<file path="src/design/udc_pkg.sv">
// shared types, reciprocal constants and month table for the unix time to calendar pipeline
package udc_pkg;

    localparam int STAGES = 8;

    typedef logic [STAGES-1:0] stage_en_t;

    localparam int SECS_W  = 32;
    localparam int DAYS_W  = 16;
    localparam int SOD_W   = 17;
    localparam int REM_W   = 12;
    localparam int Z_W     = 20;
    localparam int DOE_W   = 18;
    localparam int YOE_W   = 9;
    localparam int DOY_W   = 9;
    localparam int MP_W    = 4;
    localparam int YEAR_W  = 12;
    localparam int MONTH_W = 4;
    localparam int DAY_W   = 5;
    localparam int HOUR_W  = 5;
    localparam int MIN_W   = 6;
    localparam int SEC_W   = 6;

    localparam int IN_TDATA_W  = 32;
    localparam int OUT_TDATA_W = 40;

    // seconds / 86400 = (seconds >> 7) / 675
    localparam int DAY_PRE    = 7;
    localparam int DAY_SHIFT  = 35;
    localparam logic [25:0] DAY_RECIP =
        26'(((64'd1 << DAY_SHIFT) + 64'd674) / 64'd675);

    localparam int HOUR_SHIFT = 29;
    localparam logic [17:0] HOUR_RECIP =
        18'(((64'd1 << HOUR_SHIFT) + 64'd3599) / 64'd3600);

    localparam int MIN_SHIFT = 18;
    localparam logic [12:0] MIN_RECIP =
        13'(((64'd1 << MIN_SHIFT) + 64'd59) / 64'd60);

    localparam int Q4Y_SHIFT = 29;
    localparam logic [18:0] Q4Y_RECIP =
        19'(((64'd1 << Q4Y_SHIFT) + 64'd1459) / 64'd1460);

    localparam int YEAR_SHIFT = 27;
    localparam logic [18:0] YEAR_RECIP =
        19'(((64'd1 << YEAR_SHIFT) + 64'd364) / 64'd365);

    localparam int MP_SHIFT = 19;
    localparam logic [11:0] MP_RECIP =
        12'(((64'd1 << MP_SHIFT) + 64'd152) / 64'd153);

    // day numbers counted from 0000-03-01
    localparam logic [Z_W-1:0] EPOCH_SHIFT = 20'd719468;
    localparam logic [Z_W-1:0] ERA4_START  = 20'd584388;
    localparam logic [Z_W-1:0] ERA5_START  = 20'd730485;

    localparam logic [YEAR_W-1:0] ERA4_YEAR = 12'd1600;
    localparam logic [YEAR_W-1:0] ERA5_YEAR = 12'd2000;

    // first day of each month in a year starting on march 1
    function automatic logic [DOY_W-1:0] month_start(input logic [MP_W-1:0] mp);
        logic [DOY_W-1:0] r;
        unique case (mp)
            4'd0:    r = 9'd0;
            4'd1:    r = 9'd31;
            4'd2:    r = 9'd61;
            4'd3:    r = 9'd92;
            4'd4:    r = 9'd122;
            4'd5:    r = 9'd153;
            4'd6:    r = 9'd184;
            4'd7:    r = 9'd214;
            4'd8:    r = 9'd245;
            4'd9:    r = 9'd275;
            4'd10:   r = 9'd306;
            4'd11:   r = 9'd337;
            default: r = 9'd0;
        endcase
        return r;
    endfunction

endpackage

</file>
<file path="src/design/udc_ctl.sv">
// per-stage valid bits and load enables with bubble collapsing
module udc_ctl
(
    input  logic              clk,
    input  logic              rst_n,
    input  logic              in_valid,
    output logic              in_ready,
    output logic              out_valid,
    input  logic              out_ready,
    output udc_pkg::stage_en_t en
);

    udc_pkg::stage_en_t valid_reg;
    udc_pkg::stage_en_t valid_next;

    always_comb
    begin
        en[udc_pkg::STAGES-1] = !valid_reg[udc_pkg::STAGES-1] || out_ready;
        for (int k = udc_pkg::STAGES - 2; k >= 0; k--)
        begin
            en[k] = !valid_reg[k] || en[k+1];
        end
    end

    always_comb
    begin
        valid_next = valid_reg;
        if (en[0])
        begin
            valid_next[0] = in_valid;
        end
        for (int k = 1; k < udc_pkg::STAGES; k++)
        begin
            if (en[k])
            begin
                valid_next[k] = valid_reg[k-1];
            end
        end
    end

    always_ff @(posedge clk or negedge rst_n)
    begin
        if (!rst_n)
        begin
            valid_reg <= '0;
        end
        else
        begin
            valid_reg <= valid_next;
        end
    end

    assign in_ready  = en[0];
    assign out_valid = valid_reg[udc_pkg::STAGES-1];

endmodule

</file>
<file path="src/design/udc_secs.sv">
// splits seconds into a day count and the time of day
module udc_secs
(
    input  logic                              clk,
    input  udc_pkg::stage_en_t                en,
    input  logic [udc_pkg::SECS_W-1:0]        unix_seconds,
    output logic [udc_pkg::DAYS_W-1:0]        days,
    output logic [udc_pkg::HOUR_W-1:0]        hour,
    output logic [udc_pkg::MIN_W-1:0]         minute,
    output logic [udc_pkg::SEC_W-1:0]         second
);

    // stage 1
    logic [50:0]                      day_prod;
    logic [udc_pkg::DAYS_W-1:0]       days_next, days_reg;
    logic [udc_pkg::SOD_W-1:0]        tlo_next, tlo_reg;
    // stage 2
    logic [udc_pkg::SOD_W-1:0]        sod2_next, sod2_reg;
    // stage 3
    logic [34:0]                      hour_prod;
    logic [udc_pkg::SOD_W-1:0]        sod3_reg;
    logic [udc_pkg::HOUR_W-1:0]       hh3_next, hh3_reg;
    // stage 4
    logic [udc_pkg::HOUR_W-1:0]       hh4_reg;
    logic [udc_pkg::REM_W-1:0]        rem4_next, rem4_reg;
    // stage 5
    logic [24:0]                      min_prod;
    logic [udc_pkg::HOUR_W-1:0]       hh5_reg;
    logic [udc_pkg::REM_W-1:0]        rem5_reg;
    logic [udc_pkg::MIN_W-1:0]        mi5_next, mi5_reg;
    // stage 6..8
    logic [udc_pkg::HOUR_W-1:0]       hh6_reg, hh7_reg, hh8_reg;
    logic [udc_pkg::MIN_W-1:0]        mi6_reg, mi7_reg, mi8_reg;
    logic [udc_pkg::SEC_W-1:0]        ss6_next, ss6_reg, ss7_reg, ss8_reg;

    always_comb
    begin
        day_prod  = 51'(unix_seconds[udc_pkg::SECS_W-1:udc_pkg::DAY_PRE])
                  * 51'(udc_pkg::DAY_RECIP);
        days_next = day_prod[udc_pkg::DAY_SHIFT +: udc_pkg::DAYS_W];
        tlo_next  = unix_seconds[udc_pkg::SOD_W-1:0];

        sod2_next = tlo_reg - 17'(33'(days_reg) * 33'd86400);

        hour_prod = 35'(sod2_reg) * 35'(udc_pkg::HOUR_RECIP);
        hh3_next  = hour_prod[udc_pkg::HOUR_SHIFT +: udc_pkg::HOUR_W];

        rem4_next = 12'(sod3_reg - 17'(17'(hh3_reg) * 17'd3600));

        min_prod  = 25'(rem4_reg) * 25'(udc_pkg::MIN_RECIP);
        mi5_next  = min_prod[udc_pkg::MIN_SHIFT +: udc_pkg::MIN_W];

        ss6_next  = 6'(rem5_reg - 12'(12'(mi5_reg) * 12'd60));
    end

    always_ff @(posedge clk)
    begin
        if (en[0])
        begin
            days_reg <= days_next;
            tlo_reg  <= tlo_next;
        end
        if (en[1])
        begin
            sod2_reg <= sod2_next;
        end
        if (en[2])
        begin
            sod3_reg <= sod2_reg;
            hh3_reg  <= hh3_next;
        end
        if (en[3])
        begin
            hh4_reg  <= hh3_reg;
            rem4_reg <= rem4_next;
        end
        if (en[4])
        begin
            hh5_reg  <= hh4_reg;
            rem5_reg <= rem4_reg;
            mi5_reg  <= mi5_next;
        end
        if (en[5])
        begin
            hh6_reg <= hh5_reg;
            mi6_reg <= mi5_reg;
            ss6_reg <= ss6_next;
        end
        if (en[6])
        begin
            hh7_reg <= hh6_reg;
            mi7_reg <= mi6_reg;
            ss7_reg <= ss6_reg;
        end
        if (en[7])
        begin
            hh8_reg <= hh7_reg;
            mi8_reg <= mi7_reg;
            ss8_reg <= ss7_reg;
        end
    end

    assign days   = days_reg;
    assign hour   = hh8_reg;
    assign minute = mi8_reg;
    assign second = ss8_reg;

endmodule

</file>
<file path="src/design/udc_date.sv">
// day count to gregorian year, month and day, march-based years
module udc_date
(
    input  logic                              clk,
    input  udc_pkg::stage_en_t                en,
    input  logic [udc_pkg::DAYS_W-1:0]        days,
    output logic [udc_pkg::YEAR_W-1:0]        year,
    output logic [udc_pkg::MONTH_W-1:0]       month,
    output logic [udc_pkg::DAY_W-1:0]         day
);

    // stage 2
    logic [udc_pkg::Z_W-1:0]          z;
    logic                             era5_next, era2_reg;
    logic [udc_pkg::DOE_W-1:0]        doe2_next, doe2_reg;
    // stage 3
    logic [36:0]                      q4y_prod;
    logic                             era3_reg;
    logic [udc_pkg::DOE_W-1:0]        doe3_reg;
    logic [6:0]                       a3_next, a3_reg;
    logic [2:0]                       b3_next, b3_reg;
    logic                             c3_next, c3_reg;
    // stage 4
    logic                             era4_reg;
    logic [udc_pkg::DOE_W-1:0]        doe4_reg;
    logic [udc_pkg::DOE_W-1:0]        num4_next, num4_reg;
    // stage 5
    logic [36:0]                      year_prod;
    logic                             era5_reg;
    logic [udc_pkg::DOE_W-1:0]        doe5_reg;
    logic [udc_pkg::YOE_W-1:0]        yoe5_next, yoe5_reg;
    // stage 6
    logic [1:0]                       q100;
    logic [udc_pkg::DOE_W-1:0]        yr_base;
    logic                             era6_reg;
    logic [udc_pkg::YOE_W-1:0]        yoe6_reg;
    logic [udc_pkg::DOY_W-1:0]        doy6_next, doy6_reg;
    // stage 7
    logic [10:0]                      mp_arg;
    logic [22:0]                      mp_prod;
    logic                             era7_reg;
    logic [udc_pkg::YOE_W-1:0]        yoe7_reg;
    logic [udc_pkg::DOY_W-1:0]        doy7_reg;
    logic [udc_pkg::MP_W-1:0]         mp7_next, mp7_reg;
    // stage 8
    logic [udc_pkg::YEAR_W-1:0]       year_next, year_reg;
    logic [udc_pkg::MONTH_W-1:0]      month_next, month_reg;
    logic [udc_pkg::DAY_W-1:0]        day_next, day_reg;

    always_comb
    begin
        z         = udc_pkg::Z_W'(days) + udc_pkg::EPOCH_SHIFT;
        era5_next = z >= udc_pkg::ERA5_START;
        doe2_next = 18'(z - (era5_next ? udc_pkg::ERA5_START : udc_pkg::ERA4_START));

        q4y_prod = 37'(doe2_reg) * 37'(udc_pkg::Q4Y_RECIP);
        a3_next  = q4y_prod[udc_pkg::Q4Y_SHIFT +: 7];
        priority if (doe2_reg >= 18'd146096) b3_next = 3'd4;
        else if (doe2_reg >= 18'd109572)     b3_next = 3'd3;
        else if (doe2_reg >= 18'd73048)      b3_next = 3'd2;
        else if (doe2_reg >= 18'd36524)      b3_next = 3'd1;
        else                                 b3_next = 3'd0;
        c3_next = doe2_reg == 18'd146096;

        num4_next = doe3_reg + 18'(b3_reg) - 18'(a3_reg) - 18'(c3_reg);

        year_prod = 37'(num4_reg) * 37'(udc_pkg::YEAR_RECIP);
        yoe5_next = year_prod[udc_pkg::YEAR_SHIFT +: udc_pkg::YOE_W];

        priority if (yoe5_reg >= 9'd300) q100 = 2'd3;
        else if (yoe5_reg >= 9'd200)     q100 = 2'd2;
        else if (yoe5_reg >= 9'd100)     q100 = 2'd1;
        else                             q100 = 2'd0;
        yr_base   = 18'(18'(yoe5_reg) * 18'd365) + 18'(yoe5_reg[8:2]) - 18'(q100);
        doy6_next = 9'(doe5_reg - yr_base);

        mp_arg   = 11'(11'(doy6_reg) * 11'd5 + 11'd2);
        mp_prod  = 23'(mp_arg) * 23'(udc_pkg::MP_RECIP);
        mp7_next = mp_prod[udc_pkg::MP_SHIFT +: udc_pkg::MP_W];

        day_next   = 5'(doy7_reg - udc_pkg::month_start(mp7_reg) + 9'd1);
        month_next = (mp7_reg < 4'd10) ? 4'(mp7_reg + 4'd3) : 4'(mp7_reg - 4'd9);
        year_next  = 12'(yoe7_reg) + (era7_reg ? udc_pkg::ERA5_YEAR : udc_pkg::ERA4_YEAR)
                   + ((mp7_reg >= 4'd10) ? 12'd1 : 12'd0);
    end

    always_ff @(posedge clk)
    begin
        if (en[1])
        begin
            era2_reg <= era5_next;
            doe2_reg <= doe2_next;
        end
        if (en[2])
        begin
            era3_reg <= era2_reg;
            doe3_reg <= doe2_reg;
            a3_reg   <= a3_next;
            b3_reg   <= b3_next;
            c3_reg   <= c3_next;
        end
        if (en[3])
        begin
            era4_reg <= era3_reg;
            doe4_reg <= doe3_reg;
            num4_reg <= num4_next;
        end
        if (en[4])
        begin
            era5_reg <= era4_reg;
            doe5_reg <= doe4_reg;
            yoe5_reg <= yoe5_next;
        end
        if (en[5])
        begin
            era6_reg <= era5_reg;
            yoe6_reg <= yoe5_reg;
            doy6_reg <= doy6_next;
        end
        if (en[6])
        begin
            era7_reg <= era6_reg;
            yoe7_reg <= yoe6_reg;
            doy7_reg <= doy6_reg;
            mp7_reg  <= mp7_next;
        end
        if (en[7])
        begin
            year_reg  <= year_next;
            month_reg <= month_next;
            day_reg   <= day_next;
        end
    end

    assign year  = year_reg;
    assign month = month_reg;
    assign day   = day_reg;

endmodule

</file>
<file path="src/design/unix_time_to_utc_calendar.sv">
// top level: unix seconds to utc calendar date and time of day
//
//  port group   dir   payload
//  s_t*         in    unix_seconds
//  m_t*         out   year, month, day, hour, minute, second
//
// accepted items move through the register stages to m_tvalid; one item per cycle while m_tready is high
// eight register stages, each with one constant-reciprocal multiply or add/compare
// reset clears only the stage valid bits; the datapath registers have no reset
// a stage loads whenever it is empty or the stage after it moves, so bubbles
// close up and s_tready stays high while any stage is free
module unix_time_to_utc_calendar
(
    input  logic                              clk,
    input  logic                              rst_n,
    input  logic                              s_tvalid,
    output logic                              s_tready,
    input  logic [udc_pkg::IN_TDATA_W-1:0]    s_tdata,   // [31:0] unix_seconds
    output logic                              m_tvalid,
    input  logic                              m_tready,
    output logic [udc_pkg::OUT_TDATA_W-1:0]   m_tdata    // [11:0] year, [15:12] month,
                                                         // [20:16] day, [25:21] hour,
                                                         // [31:26] minute, [37:32] second
);

    udc_pkg::stage_en_t                en;
    logic [udc_pkg::DAYS_W-1:0]        days;
    logic [udc_pkg::YEAR_W-1:0]        year;
    logic [udc_pkg::MONTH_W-1:0]       month;
    logic [udc_pkg::DAY_W-1:0]         day;
    logic [udc_pkg::HOUR_W-1:0]        hour;
    logic [udc_pkg::MIN_W-1:0]         minute;
    logic [udc_pkg::SEC_W-1:0]         second;

    udc_ctl u_ctl
    (
        .clk       (clk),
        .rst_n     (rst_n),
        .in_valid  (s_tvalid),
        .in_ready  (s_tready),
        .out_valid (m_tvalid),
        .out_ready (m_tready),
        .en        (en)
    );

    udc_secs u_secs
    (
        .clk          (clk),
        .en           (en),
        .unix_seconds (s_tdata),
        .days         (days),
        .hour         (hour),
        .minute       (minute),
        .second       (second)
    );

    udc_date u_date
    (
        .clk   (clk),
        .en    (en),
        .days  (days),
        .year  (year),
        .month (month),
        .day   (day)
    );

    assign m_tdata = {2'b00, second, minute, hour, day, month, year};

endmodule

</file>
<file path="config.mk">
export PLATFORM = sky130hd
export DESIGN_NAME = unix_time_to_utc_calendar
export DESIGN_NICKNAME = d
export VERILOG_FILES = /design/src/design/udc_pkg.sv /design/src/design/udc_ctl.sv /design/src/design/udc_secs.sv /design/src/design/udc_date.sv /design/src/design/unix_time_to_utc_calendar.sv
export SDC_FILE = /design/constraint.sdc
export NUM_CORES = 2
export LEC_CHECK = 0
export BUFFER_PORTS_ARGS = -buffer_cell sky130_fd_sc_hd__buf_2
export CAP_MARGIN = 20
export CORE_UTILIZATION = 50
export CTS_BUF_LIST = sky130_fd_sc_hd__clkbuf_4 sky130_fd_sc_hd__clkbuf_8
export CTS_CLUSTER_DIAMETER = 60
export CTS_CLUSTER_SIZE = 12
export DETAILED_ROUTE_END_ITERATION = 10
export GPL_TIMING_DRIVEN = 0
export PLACE_DENSITY = 0.66
export SLEW_MARGIN = 20
export SYNTH_ARGS = -nofsm -noshare
export SYNTH_HDL_FRONTEND = slang
export SYNTH_SLANG_ARGS = --single-unit
</file>
<file path="constraint.sdc">
create_clock -name clk -period 8.2 [get_ports clk]
set_input_delay 1.64 -clock clk [delete_from_list [all_inputs] [get_ports clk]]
set_output_delay 1.64 -clock clk [all_outputs]
set_load 0.01 [all_outputs]
</file>
After elaboration in Yosys (flattened, before gate mapping). Memory sizes are Yosys's and may differ from the RTL's. A register that Yosys moved wholly into a read port is not among the register bits. Cells that the tools add are included.

Register bits: 315. Memory bits (read-only): 144. Output and inout port bits: 42. Logic and storage cells: 118. Memories: 1.

$add $sub $neg: 18. Multiply operators: 11. Order comparisons: 10. Eq/ne operators: 1. Muxes and demuxes: 11. Reduce and logical (&&, ||, !) cells: 16.

Memories: (no name shown) (words 16, bits a word 9, rd ports 1, clocked after memory_dff 1, write ports 0, RTL line udc_pkg.sv:64) `unique case (mp)`.

Operators by type and width (number): multiplier 18 x 16 -> 33 bit, second input constant (2); multiplier 25 x 26 -> 51 bit, second input constant (1); greater-or-equal comparator 18 x 17 -> 1 bit, second input constant (2); multiplier 17 x 18 -> 34 bit, second input constant (1); multiplier 11 x 12 -> 23 bit, second input constant (1); multiplier 12 x 12 -> 23 bit, second input constant (1); adder 16 x 20 -> 20 bit, second input constant (1); greater-or-equal comparator 20 bit, second input constant (1); adder 18 x 3 -> 18 bit (1); equality test 18 bit, second input constant (1); greater-or-equal comparator 18 x 16 -> 1 bit, second input constant (1); greater-or-equal comparator 18 bit, second input constant (1); two-way mux 18 bit (1); subtractor 18 x 1 -> 18 bit (1); subtractor 18 bit (1); subtractor 18 x 7 -> 18 bit (1); subtractor 17 bit (1); multiplier 16 x 10 -> 10 bit, second input constant (1); adder 12 bit (1); adder 9 x 12 -> 12 bit (1); subtractor 12 bit (1); adder 11 x 2 -> 11 bit, second input constant (1); multiplier 9 x 3 -> 11 bit, second input constant (1); adder 9 x 7 -> 9 bit (1); other kinds (22) (41).

Longest topological paths before layout.
Depth in word-level cells: 9. Mapped depth: 31. Mapped depth without buffers: 31.

By module. A second synthesis with hierarchy kept.

Cells, all modules: 3827. Area, all modules: 43177.7 sq um.

By module, submodules not included: udc_date (times used 1, cells each 1906, area each 21644.5 sq um); udc_secs (times used 1, cells each 1889, area each 21167.8 sq um); udc_ctl (times used 1, cells each 29, area each 346.6 sq um); unix_time_to_utc_calendar (times used 1, cells each 3, area each 18.8 sq um).

Worst setup path after synthesis. No wires, ideal clock.

Path type: input to register. Start point: input port s_tdata[26] in the netlist's numbering. End point: register u_secs.days_reg (netlist bit u_secs.days[15]) (data pin). Setup time: 260 ps. Data arrival time: 7063 ps. Data required time: 7940 ps. Setup slack: 877 ps. Stages on the path: 20. Buffers on the path: 0. Cell sequence: fa_1 > ha_1 > inv_1 > fa_1 > inv_1 > fa_1 > inv_1 > fa_1 > inv_1 > fa_1 > fa_1 > ha_1 > nand4_1 > or2_0 > or3_4 > nor3_1 > a2111oi_2 > o31ai_2 > a21oi_1 > xnor2_1.

Cells in the longest elaborated chain, start to end: 1.

Ends and longest elaborated chain: start: declaration (RTL line unix_time_to_utc_calendar.sv:18) `input logic [udc_pkg::IN_TDATA_W-1:0] s_tdata,`; multiplier 25 x 26 -> 51 bit (RTL line udc_secs.sv:39) `* 51'(udc_pkg::DAY_RECIP);`; net u_secs.day_prod[50] (RTL line udc_secs.sv:14) `logic [50:0] day_prod;`; end signal: assignment (RTL line udc_secs.sv:60) `days_reg <= days_next;`; end: declaration (RTL line udc_secs.sv:15) `logic [udc_pkg::DAYS_W-1:0] days_next, days_reg;`.

The timed path passes the listed nets, and every way through them passes these cells. A chain may end at the register's enable or synchronous reset.

==> impl_metrics.tcl <==
set metrics [dict create \
    status "complete, no violations" \
    wire_per_inst_um 15.64 \
    cts_made_buffers 35 \
    final_util 0.5369 \
    placed_area_um2 45060 \
    num-nets-final 5546 \
    grt.overflow.total 0 \
    rows 107 \
    grt_pass1_vias 26920 \
    synthCells 3786 \
    cp_common_cell "ha_1" \
    yosysTopAreaCell "ha_1" \
    clock-sinks 320 \
    synth_area_leaders "ha_1, fa_1, edfxtp_1" \
    synth_top_area_frac 0.3100 \
    yosysMostFrequentCell "ha_1" \
    rsz0062_at_grt "no" \
    finalClockSkew_ns 0.01057 \
    antenna_found_initial 2 \
    fp.dieH_um 295.5 \
    period_share 0.9402 \
    slowest_stage "or4b_2" \
    placedCellCount 5014 \
    path_max_fanout 4 \
    grt_use_total 0.1928 \
    fin_crit_ns 7.710 \
    ys_async_sr_fraction 0.02500 \
    vias_per_cell 5.009 \
    grt_pass1_wl_um 133900 \
    ys_types 77 \
    synth_common_cells "ha_1, inv_1, fa_1, edfxtp_1, xnor2_1" \
    start_util 0.5051 \
    routed_wl_um 79410 \
    grt_start_max_net_pins 45 \
    numPortBuffers 75 \
    drv_slew 0 \
    stdcell_area_um2 45790 \
    clk_latency_ns 0.59 \
    dieArea_um2 87320 \
    htreeDepth 2 \
    drt_first_pass_iters 5 \
    crit_path_max_incr_delay_ns 0.63 \
    end_kind "register" \
    io_pins 78 \
    cpLargestDelayFamily "adder cells" \
    antenna_left 0 \
    area_growth_pct 6.301 \
    coreArea_um2 85280 \
    hold_ws_ns 0.4173 \
    seq_area_frac_synth 0.2210 \
    worst-setup-path-type "reg -> reg" \
    clock.fmax_mhz 129.7 \
    hold_viol 0 \
    cts_tree "yes" \
    vias 25440 \
    drive_gt1_frac 0.04704 \
    synth_edf_count 307 \
    finalSetupViolCount 0 \
    gp_congestion 0.8616 \
    synthesis.area_um2 43070 \
    dp_hpwl_um 67720 \
    die_w_um 295.5 \
    cts-root-buf "clkbuf_8" \
    drv_cap 0 \
    yosys_register_bits 320 \
    start_kind "register" \
    fin_cells 5078 \
    clk_path_buf_depth 3 \
    synth-main-ff-cell "edfxtp_1" \
    required_ns 8.64 \
    drtIter0Drc 762 \
    crit_buf_inv 2 \
    worstMarginPinSlew_ns 0.9132 \
    min_path_type "reg -> reg" \
    crit_arrival_ns 8.15 \
    synth_area_per_cell_um2 11.38 \
    clkTransAtPathRegs_ns 0.08 \
    synth_warnings 0 \
    maxSlewHeadroom 0.3903 \
    drcViolationCount 0 \
    holdBufCountCts 0 \
]
## cell usage in the layout (no fill, tap or decap), drive strengths merged, types with 6 or more instances in the layout
cell type,instances
buf,87
xor2,45
edfxtp,307
ha,1067
nand2,81
nor2,85
or3,10
nor2b,19
clkbuf,53
a21oi,107
and2,6
a2111oi,6
or2,8
nor3,29
o2111ai,9
nand3,35
o21ai,71
o211ai,12
mux2i,6
and4,6
nand2b,23
fa,534
inv,948
o21bai,18
a211oi,17
a31oi,13
nand4,17
o21a,26
and3,12
xnor2,127
a21o,51
dfrtp,8
a21boi,8
## through the flow
step                      setup slack (ns)  TNS, ns
after floorplan                     0.8768        0
after global placement              -1.794   -15.94
after detailed placement           -0.3477  -0.9032
after CTS                          0.09843        0
after global routing               0.01714        0
final                               0.4903        0
## cell families (layout without fill, tap and decap cells)
kind of cell / after synthesis / count (layout) / share of synthesized area
AOI/OAI and AO/OA: 389 / 389 / 0.06042
xor gates and xnor gates: 172 / 172 / 0.03498
adders and majority gates: 1601 / 1601 / 0.5582
buffers and inverters: 949 / 1095 / 0.08288
DFF: 320 / 320 / 0.2210
muxes: 9 / 9 / 0.002179
other: 1 / 3 / 0.00008706
and+or+nand+nor: 345 / 345 / 0.04029
## worst paths after layout
check / end / cells after the start / from / slack [ns]
max: register / 28 / u_date.doy6_reg[3] / 0.49
min: u_date.doe5_reg[7] / 0 / u_date.doe4_reg[7] / 0.42
max reg2reg: register / 28 / u_date.doy6_reg[3] / 0.49
min reg2reg: u_date.doe5_reg[7] / 0 / u_date.doe4_reg[7] / 0.42
max in group asynchronous: u_ctl.valid_reg[6] / 1 / rst_n / 7.11
min in group asynchronous: u_ctl.valid_reg[1] / 1 / rst_n / 0.90
## layout make-up
cell class	count	area [um2]
tap	1144	1431
buffer	4	22.52
multi-input combinational	2518	30030
inverter	945	3547
fill	7429	39500
timing repair buffer	85	546.8
sequential	320	9519
clock buffer	51	614.3
clock inverter	10	67.56
antenna	1	2.502
## what timing repair did
| item | 4_1_cts | 5_1_grt |
|---|---|---|
| buffers inserted | 1 | 1 |
| setup endpoints to repair | 5 | 5 |
| pin swaps | 1 | 3 |
| gates resized for setup | 4 | 7 |
## metal layers
metal  up-vias  part of all wire  global-route usage
met2       270              0.49              0.3400
li1      12710                 -                   -
met5         -                 0                   0
met4         0             0.021             0.04676
met3        88             0.024             0.01812
met1     12370              0.46              0.2547
Power is not shown: default switching activity piles up to over one toggle a cycle in this logic, so the estimate is an artifact.
